--- src/sv/assert_macros.svh ---
// Assertion helpers shared by the decoder modules.
// The user module must have clk_i and rst_ni in scope.
`ifndef ASSERT_MACROS_SVH
`define ASSERT_MACROS_SVH

// Clocked property, disabled while in reset.
`define ASSERT_PROP(label, prop, msg) \
  label: assert property (@(posedge clk_i) disable iff (!rst_ni) (prop)) else $error(msg);

// Condition that must never be seen at a clock edge.
`define ASSERT_NEVER(label, expr, msg) \
  `ASSERT_PROP(label, !(expr), msg)

`endif

--- src/sv/cbd_pkg.sv ---
package cbd_pkg;

  // Width of the chunk size accumulator.
  localparam int SizeBits = 32;

  // Result kinds, carried on the output tuser.
  localparam logic [1:0] KIND_BYTE  = 2'd0;
  localparam logic [1:0] KIND_OK    = 2'd1;
  localparam logic [1:0] KIND_FMT   = 2'd2;
  localparam logic [1:0] KIND_TRUNC = 2'd3;

  localparam logic [7:0] CHAR_CR   = 8'h0D;
  localparam logic [7:0] CHAR_LF   = 8'h0A;
  localparam logic [7:0] CHAR_SEMI = 8'h3B;

  typedef struct packed {
    logic       final_result;
    logic [1:0] result_kind;
    logic [7:0] body_byte;
  } result_t;

  // Everything one input word produces: none, one or two results.
  typedef struct packed {
    logic    has;
    logic    two;
    result_t r0;
    result_t r1;
  } item_res_t;

  // {valid, value} of an ASCII hex digit.
  function automatic logic [4:0] hex_digit(input logic [7:0] c);
    logic [4:0] r;
    r = 5'd0;
    if (c >= 8'h30 && c <= 8'h39) begin
      r = {1'b1, 4'(c - 8'h30)};
    end else if (c >= 8'h61 && c <= 8'h66) begin
      r = {1'b1, 4'(c - 8'h57)};
    end else if (c >= 8'h41 && c <= 8'h46) begin
      r = {1'b1, 4'(c - 8'h37)};
    end
    return r;
  endfunction

endpackage

--- src/sv/http_chunked_body_decoder.sv ---
// HTTP/1.1 chunked body decoder.
// Input stream (s_axis): one raw body byte per word. tuser marks the first
// byte of a new message and clears the parser before that byte; tlast says
// the connection closed after this byte.
// Output stream (m_axis): one result per word. tuser gives the kind (body
// byte, finished ok, format error, truncated), tdata the body byte for body
// results and zero otherwise, tlast marks the finishing status of a message.
// Size lines are parsed as hex, extensions after ';' are skipped, the two
// bytes after each chunk's data are dropped unchecked, and a zero size ends
// the message. Bytes after the message finished give nothing until tuser.
// Timing: a byte is parsed in the cycle it is accepted; its results appear on
// m_axis from the next cycle on. One byte per cycle is sustained while the
// queue has room. A byte's two results (last data, truncation) go out in turn.
// Results go through a two-entry queue, one entry per input word that gives
// results; s_axis_tready is register-derived and drops only when both entries
// are full, so a stalled receiver backs the input up after two result-bearing
// words without losing anything.
// Reset clears the parser to the start of a size line and empties the queue.
module http_chunked_body_decoder (
  input  logic       clk_i,
  input  logic       rst_ni,
  input  logic       s_axis_tvalid,
  output logic       s_axis_tready,
  input  logic [7:0] s_axis_tdata,   // [7:0] data_byte
  input  logic       s_axis_tuser,   // [0] message_start
  input  logic       s_axis_tlast,   // stream_end
  output logic       m_axis_tvalid,
  input  logic       m_axis_tready,
  output logic [7:0] m_axis_tdata,   // [7:0] body_byte
  output logic [1:0] m_axis_tuser,   // [1:0] result_kind
  output logic       m_axis_tlast    // final_result
);
  import cbd_pkg::*;

  logic      acc;
  item_res_t res;
  result_t   out_res;

  assign acc = s_axis_tvalid && s_axis_tready;

  // Per-byte parse; state advances only on an accepted word.
  cbd_parser u_parser (
    .clk_i   (clk_i),
    .rst_ni  (rst_ni),
    .acc_i   (acc),
    .data_i  (s_axis_tdata),
    .start_i (s_axis_tuser),
    .end_i   (s_axis_tlast),
    .res_o   (res)
  );

  // Result queue: splits the two sides and serializes paired results.
  cbd_outq u_outq (
    .clk_i     (clk_i),
    .rst_ni    (rst_ni),
    .push_i    (acc),
    .item_i    (res),
    .ready_o   (s_axis_tready),
    .m_valid_o (m_axis_tvalid),
    .m_ready_i (m_axis_tready),
    .m_res_o   (out_res)
  );

  assign m_axis_tdata = out_res.body_byte;
  assign m_axis_tuser = out_res.result_kind;
  assign m_axis_tlast = out_res.final_result;

endmodule

--- src/sv/cbd_parser.sv ---
module cbd_parser (
  input  logic              clk_i,
  input  logic              rst_ni,
  input  logic              acc_i,
  input  logic [7:0]        data_i,
  input  logic              start_i,
  input  logic              end_i,
  output cbd_pkg::item_res_t res_o
);
  import cbd_pkg::*;
  `include "assert_macros.svh"

  localparam logic [2:0] PH_SIZE  = 3'd0;
  localparam logic [2:0] PH_CR    = 3'd1;
  localparam logic [2:0] PH_DATA  = 3'd2;
  localparam logic [2:0] PH_SKIPA = 3'd3;
  localparam logic [2:0] PH_SKIPB = 3'd4;

  logic [2:0]          phase_q, phase_d, ph;
  logic [SizeBits-1:0] cnt_q, cnt_d, cnt;
  logic                dd_q, dd_d, dd;
  logic                fin_q, fin_d, fin;
  logic                byte_v, stat_v, trunc;
  logic [1:0]          stat_kind;
  logic [4:0]          hexd;

  always_comb begin
    // A message start clears the parser before this byte.
    ph  = start_i ? PH_SIZE : phase_q;
    cnt = start_i ? '0 : cnt_q;
    dd  = start_i ? 1'b0 : dd_q;
    fin = start_i ? 1'b0 : fin_q;

    phase_d   = ph;
    cnt_d     = cnt;
    dd_d      = dd;
    fin_d     = fin;
    byte_v    = 1'b0;
    stat_v    = 1'b0;
    stat_kind = KIND_OK;
    hexd      = hex_digit(data_i);

    if (!fin) begin
      case (ph)
        PH_SIZE: begin
          if (data_i == CHAR_CR) begin
            phase_d = PH_CR;
          end else if (dd) begin
            // extension byte, skipped
          end else if (data_i == CHAR_SEMI) begin
            dd_d = 1'b1;
          end else if (!hexd[4] || cnt[SizeBits-1 -: 4] != 4'd0) begin
            stat_v    = 1'b1;
            stat_kind = KIND_FMT;
            fin_d     = 1'b1;
          end else begin
            cnt_d = {cnt[SizeBits-5:0], hexd[3:0]};
          end
        end
        PH_CR: begin
          if (data_i == CHAR_LF) begin
            if (cnt == '0) begin
              stat_v    = 1'b1;
              stat_kind = KIND_OK;
              fin_d     = 1'b1;
            end else begin
              phase_d = PH_DATA;
              dd_d    = 1'b0;
            end
          end else if (!dd) begin
            stat_v    = 1'b1;
            stat_kind = KIND_FMT;
            fin_d     = 1'b1;
          end else if (data_i != CHAR_CR) begin
            phase_d = PH_SIZE;
          end
        end
        PH_DATA: begin
          byte_v = 1'b1;
          cnt_d  = cnt - SizeBits'(1);
          if (cnt == SizeBits'(1)) begin
            phase_d = PH_SKIPA;
          end
        end
        PH_SKIPA: begin
          phase_d = PH_SKIPB;
        end
        default: begin
          phase_d = PH_SIZE;
          dd_d    = 1'b0;
          cnt_d   = '0;
        end
      endcase
    end

    trunc = end_i && !fin_d;
    if (trunc) begin
      fin_d = 1'b1;
    end

    res_o.has = byte_v || stat_v || trunc;
    res_o.two = byte_v && trunc;
    res_o.r1  = '{final_result: 1'b1, result_kind: KIND_TRUNC, body_byte: 8'd0};
    if (byte_v) begin
      res_o.r0 = '{final_result: 1'b0, result_kind: KIND_BYTE, body_byte: data_i};
    end else if (stat_v) begin
      res_o.r0 = '{final_result: 1'b1, result_kind: stat_kind, body_byte: 8'd0};
    end else begin
      res_o.r0 = '{final_result: 1'b1, result_kind: KIND_TRUNC, body_byte: 8'd0};
    end
  end

  always_ff @(posedge clk_i or negedge rst_ni) begin
    if (!rst_ni) begin
      phase_q <= PH_SIZE;
      cnt_q   <= '0;
      dd_q    <= 1'b0;
      fin_q   <= 1'b0;
    end else if (acc_i) begin
      phase_q <= phase_d;
      cnt_q   <= cnt_d;
      dd_q    <= dd_d;
      fin_q   <= fin_d;
    end
  end

  `ASSERT_PROP(a_data_cnt, phase_q == PH_DATA |-> cnt_q != '0, "data phase with zero count")
  `ASSERT_PROP(a_fin_quiet, acc_i && fin_q && !start_i |-> !res_o.has,
               "result after message finished")
  `ASSERT_NEVER(a_phase_rng, phase_q > PH_SKIPB, "phase code out of range")

endmodule

--- src/sv/cbd_outq.sv ---
module cbd_outq (
  input  logic               clk_i,
  input  logic               rst_ni,
  input  logic               push_i,
  input  cbd_pkg::item_res_t item_i,
  output logic               ready_o,
  output logic               m_valid_o,
  input  logic               m_ready_i,
  output cbd_pkg::result_t   m_res_o
);
  import cbd_pkg::*;
  `include "assert_macros.svh"

  // Two entries, each holding the results of one input word.
  item_res_t  mem_q [2];
  logic       wr_ptr_q, rd_ptr_q, sub_q;
  logic [1:0] cnt_q, cnt_d;
  logic       push, pop_res, pop_ent;
  item_res_t  head;

  assign head      = mem_q[rd_ptr_q];
  assign ready_o   = cnt_q != 2'd2;
  assign m_valid_o = cnt_q != 2'd0;
  assign m_res_o   = sub_q ? head.r1 : head.r0;
  assign push      = push_i && item_i.has;
  assign pop_res   = m_valid_o && m_ready_i;
  assign pop_ent   = pop_res && (!head.two || sub_q);
  assign cnt_d     = cnt_q + 2'(push) - 2'(pop_ent);

  always_ff @(posedge clk_i) begin
    if (push) begin
      mem_q[wr_ptr_q] <= item_i;
    end
  end

  always_ff @(posedge clk_i or negedge rst_ni) begin
    if (!rst_ni) begin
      wr_ptr_q <= 1'b0;
      rd_ptr_q <= 1'b0;
      sub_q    <= 1'b0;
      cnt_q    <= 2'd0;
    end else begin
      cnt_q <= cnt_d;
      if (push) begin
        wr_ptr_q <= ~wr_ptr_q;
      end
      if (pop_ent) begin
        rd_ptr_q <= ~rd_ptr_q;
        sub_q    <= 1'b0;
      end else if (pop_res) begin
        sub_q <= 1'b1;
      end
    end
  end

  `ASSERT_NEVER(a_cnt_max, cnt_q == 2'd3, "queue count overflow")
  `ASSERT_PROP(a_sub_two, sub_q |-> m_valid_o && head.two, "second result of a single entry")
  `ASSERT_PROP(a_no_ovf, push |-> cnt_q != 2'd2, "push into full queue")

endmodule

--- config.mk ---
export PLATFORM = sky130hd
export DESIGN_NAME = http_chunked_body_decoder
export DESIGN_NICKNAME = d
export VERILOG_FILES = /design/src/sv/cbd_pkg.sv /design/src/sv/http_chunked_body_decoder.sv /design/src/sv/cbd_parser.sv /design/src/sv/cbd_outq.sv
export VERILOG_INCLUDE_DIRS = /design/src /design/src/sv
export SDC_FILE = /design/constraint.sdc
export NUM_CORES = 1
export LEC_CHECK = 0
export BUFFER_PORTS_ARGS = -buffer_cell sky130_fd_sc_hd__buf_2
export CORE_MARGIN = 1
export CORE_UTILIZATION = 60
export CTS_CLUSTER_DIAMETER = 60
export CTS_CLUSTER_SIZE = 16
export DETAILED_ROUTE_END_ITERATION = 8
export GPL_ROUTABILITY_DRIVEN = 1
export HOLD_SLACK_MARGIN = 0.06
export PLACE_DENSITY = 0.79
export SLEW_MARGIN = 20
export SYNTH_ARGS = -nofsm -noshare
export SYNTH_HDL_FRONTEND = slang
export SYNTH_SLANG_ARGS = --single-unit
--- constraint.sdc ---
create_clock -name clk_i -period 7.6 [get_ports clk_i]
set_clock_uncertainty 0.1 [all_clocks]
set_input_delay 0.76 -clock clk_i [delete_from_list [all_inputs] [get_ports clk_i]]
set_output_delay 0.76 -clock clk_i [all_outputs]
set_load 0.005 [all_outputs]
==> flow_metrics.env <==
export IMPL_place_congestion=0.993
export IMPL_design_die_area_sq_um=8020
export IMPL_timing_final_ws_setup_ps=3410
export IMPL_number_of_standard_cells_in_the_layout_taps_in_and_fillers_out=624
export IMPL_mapped_cell_area_sq_um=4600
export IMPL_synth_most_common_cell="sky130_fd_sc_hd__nor2_1"
export IMPL_p_per_area_nw_per_um2=291
export IMPL_timing_critical_path_to_type="flip-flop"
export IMPL_switching_share=0.406
export IMPL_slew_limit_headroom=0.280
export IMPL_post_synth_top_area_cell="sky130_fd_sc_hd__dfrtp_1"
export IMPL_totalNegativeSetupSlack_ps=0
export IMPL_path_delay_family="buffers and inverters"
export IMPL_synth_cell_type_count=79
export IMPL_drt_total_wl_um=13200
export IMPL_design_internal_power_uw=871
export IMPL_p_leak_nw=2.06
export IMPL_fin_crit_ps=4190
export IMPL_r2r_start="u_parser.phase_q[2]"
export IMPL_avg_cell_area_syn_sq_um=9.07
export IMPL_ioPinCount=27
export IMPL_timing_critical_path_required_ps=7490
export IMPL_antennaDiodeCount=0
export IMPL_fraction_of_power_consumed_by_combinational_cells=0.409
export IMPL_clock_fmax_mhz=239
export IMPL_layout_drive_gt1_share=0.131
export IMPL_post_place_ws_ps=2820
export IMPL_place_inst=607
export IMPL_post_synth_top_area_fraction=0.228
export IMPL_grt_first_pass_wirelength_um=20400
export IMPL_clock_sinks=66
export IMPL_clock_transition_time_at_the_flip_flop_clock_pins_of_the_worst_setup_and_hold_paths_ps=80
export IMPL_period_share=0.551
export IMPL_max_vdd_ir_drop_uv=150
export IMPL_utilization=0.687
export IMPL_post_synth_net_total=529
export IMPL_cts_max_path_buffers=2
export IMPL_hold_buffer_count_at_cts=0
export IMPL_timing_hold_violations_final=0
export IMPL_grt_antenna_before_repair=0
export IMPL_drt_first_pass_iters=6
export IMPL_worstSetupPathType="in2reg"
export IMPL_starting_density_of_the_core=0.628
export IMPL_place_port_buffers=26
export IMPL_grt_setup_unrepaired="no"
export IMPL_slew_viol_final=0
export IMPL_clockRootBuffer="sky130_fd_sc_hd__clkbuf_8"
export IMPL_synth_commonest_cells="50 x sky130_fd_sc_hd__nor2_1, 42 x sky130_fd_sc_hd__dfrtp_1, 36 x sky130_fd_sc_hd__o21ai_0, 35 x sky130_fd_sc_hd__a21oi_1, 31 x sky130_fd_sc_hd__nand2_1"
export IMPL_nets=542
export IMPL_grt_max_degree=43
export IMPL_ctsHtreeMaxLevel=3
export IMPL_route_antenna_remaining_nets=0
export IMPL_synth_warnings=0
export IMPL_insertion_delay_ps=360
export IMPL_crit_arrival_ps=4080
export IMPL_cap_violations=0
export IMPL_1st_iter_drt_viols=625
export IMPL_crit_path_max_fanout=42
export IMPL_cts_buffers_inserted=9
export IMPL_grt_pass1_vias=3974
export IMPL_r2r_cells=5
export IMPL_crit_path_cell_trace="buf_2 -> clkinv_1 -> nand2_1 -> ha_1 -> nand2_1 -> nor3_1 -> nor2_1 -> o22ai_2"
export IMPL_cts_post_setup_buffers_inserted=0
export IMPL_regToRegSetupSlack_ps=4200
export IMPL_rr_endpoint="u_parser.cnt_q[23]"
export IMPL_grt_remaining_overflow=0
export IMPL_die_width_um=89.6
export IMPL_top_ff_cell_synth="sky130_fd_sc_hd__dfrtp_1"
export IMPL_post_synth_inst_count=507
export IMPL_global_route_usage_over_all_layers=0.344
export IMPL_detailed_place_hpwl_um=8970
export IMPL_proportion_of_synthesized_chip_area_in_sequential_cells=0.385
export IMPL_slowest_stage="sky130_fd_sc_hd__clkinv_1"
export IMPL_area_growth_pct=9.52
export IMPL_avgRoutedWirePerCell_um=21.1
export IMPL_clock_power_share=0.250
export IMPL_fp_coreArea_sq_um=7330
export IMPL_num_vias=4453
export IMPL_totalPowerFinal_mw=1.47
export IMPL_tritoncts="yes"
export IMPL_net_switching_power_uw=595
export IMPL_start_kind="primary input"
export IMPL_slowest_delay_ps=770
export IMPL_hold_path_class="in2async"
export IMPL_fp_row_count=31
export IMPL_postSynth_asyncResetShare=0.636
export IMPL_die_height_um=89.6
export IMPL_share_seq_of_total_power=0.341
export IMPL_via_per_inst=7.14
export IMPL_fin_area_sq_um=5040
export IMPL_final_hold_worst_slack_ps=237
export IMPL_ys_top_cells_by_area="sky130_fd_sc_hd__dfrtp_1 23%, sky130_fd_sc_hd__edfxtp_1 16%, sky130_fd_sc_hd__nor2_1 4.1%"
export IMPL_number_of_buffers_and_inverters_on_the_critical_path=2
export IMPL_placement_cell_area_sq_um=4760
export IMPL_drc_errors=0
export IMPL_critical_path_top_cell_by_count="sky130_fd_sc_hd__nand2_1"
export IMPL_cts_resized=0
export IMPL_worst_slew_pin_slew_ps=1070
export IMPL_synth_ff_latch_count=66
export IMPL_outcome="complete, no violations"
export IMPL_setup_viol=0
export IMPL_synth_edf_count=24
## layer usage
| layer | wire [um] | GRT usage |
|---|---|---|
| met1 | 5630 | 0.488 |
| met4 | 421 | 0.159 |
| met5 | 0 | 0 |
| met2 | 5690 | 0.484 |
| met3 | 1420 | 0.0951 |
## power groups by stage
stage | Sequential [mW] | Combinational (mW) | Clock, mW
after global placement | 0.500 | 0.561 | 0
after detailed placement | 0.502 | 0.572 | 0
after global routing | 0.507 | 0.652 | 0.384
final | 0.499 | 0.600 | 0.367
after CTS | 0.495 | 0.577 | 0.367
after floorplan | 0.455 | 0.446 | 0
## area by class of cell
type | instances | area, sq um
clock inverters | 5 | 103
well taps | 99 | 124
flip-flops and latches | 66 | 1770
clock buffers | 11 | 141
repair buffers | 30 | 180
fillers | 572 | 2290
inverters | 12 | 45.0
multi-input cells | 401 | 2670
## sequential cells by signal, summed over array words and instances, names as in the netlist
| signal | flops |
|---|---|
| u_parser.cnt_q | 32 |
| u_outq.mem_q | 24 |
| u_parser.phase_q | 3 |
| u_outq.cnt_q | 2 |
| u_outq.rd_ptr_q | 1 |
| u_outq.sub_q | 1 |
| u_outq.wr_ptr_q | 1 |
| u_parser.dd_q | 1 |
| u_parser.fin_q | 1 |
## worst max-delay path by stage
stage / from / slack [ps] / end / cells after the start
CTS: s_axis_tuser / 3180 / u_outq.mem_q[0][7] / 8
floorplan: s_axis_tuser / 3920 / u_outq.mem_q[1][0] / 9
detailed placement: s_axis_tuser / 2820 / u_outq.mem_q[0][7] / 8
finish: s_axis_tuser / 3410 / u_outq.mem_q[0][5] / 8
global route: s_axis_tuser / 3260 / u_outq.mem_q[0][6] / 8
global placement: s_axis_tuser / 3040 / u_outq.mem_q[0][4] / 8
## worst reg2reg max path, delay by kind of cell, from the launching register on
kind               cells  cell delay, ps
AOI/OAI and AO/OA      2            1220
DFF                    1             540
and+or+nand+nor        3            1480
## layout by cell type (no fill, tap or decap), types with 11 or more instances in the layout
master,count
sky130_fd_sc_hd__a21oi_1,35
sky130_fd_sc_hd__o21ai_0,36
sky130_fd_sc_hd__dfrtp_1,42
sky130_fd_sc_hd__nor3_1,16
sky130_fd_sc_hd__nor2_1,50
sky130_fd_sc_hd__a221o_1,16
sky130_fd_sc_hd__mux2i_1,12
sky130_fd_sc_hd__inv_1,11
sky130_fd_sc_hd__edfxtp_1,24
sky130_fd_sc_hd__and3_1,11
sky130_fd_sc_hd__nand3_1,16
sky130_fd_sc_hd__nand2_1,31
sky130_fd_sc_hd__nor4_1,11
sky130_fd_sc_hd__buf_2,26
## kinds of logic (layout without fill, tap and decap cells)
group | count (synthesis) | in the layout | share of synthesized area
xor+xnor | 10 | 10 | 0.0190
mux | 14 | 14 | 0.0310
flops | 66 | 66 | 0.385
compound gates | 168 | 168 | 0.257
simple gates | 201 | 201 | 0.251
fa+ha+maj | 8 | 8 | 0.0218
buf+inv | 40 | 58 | 0.0351
Power figures use the tool's default switching activity.
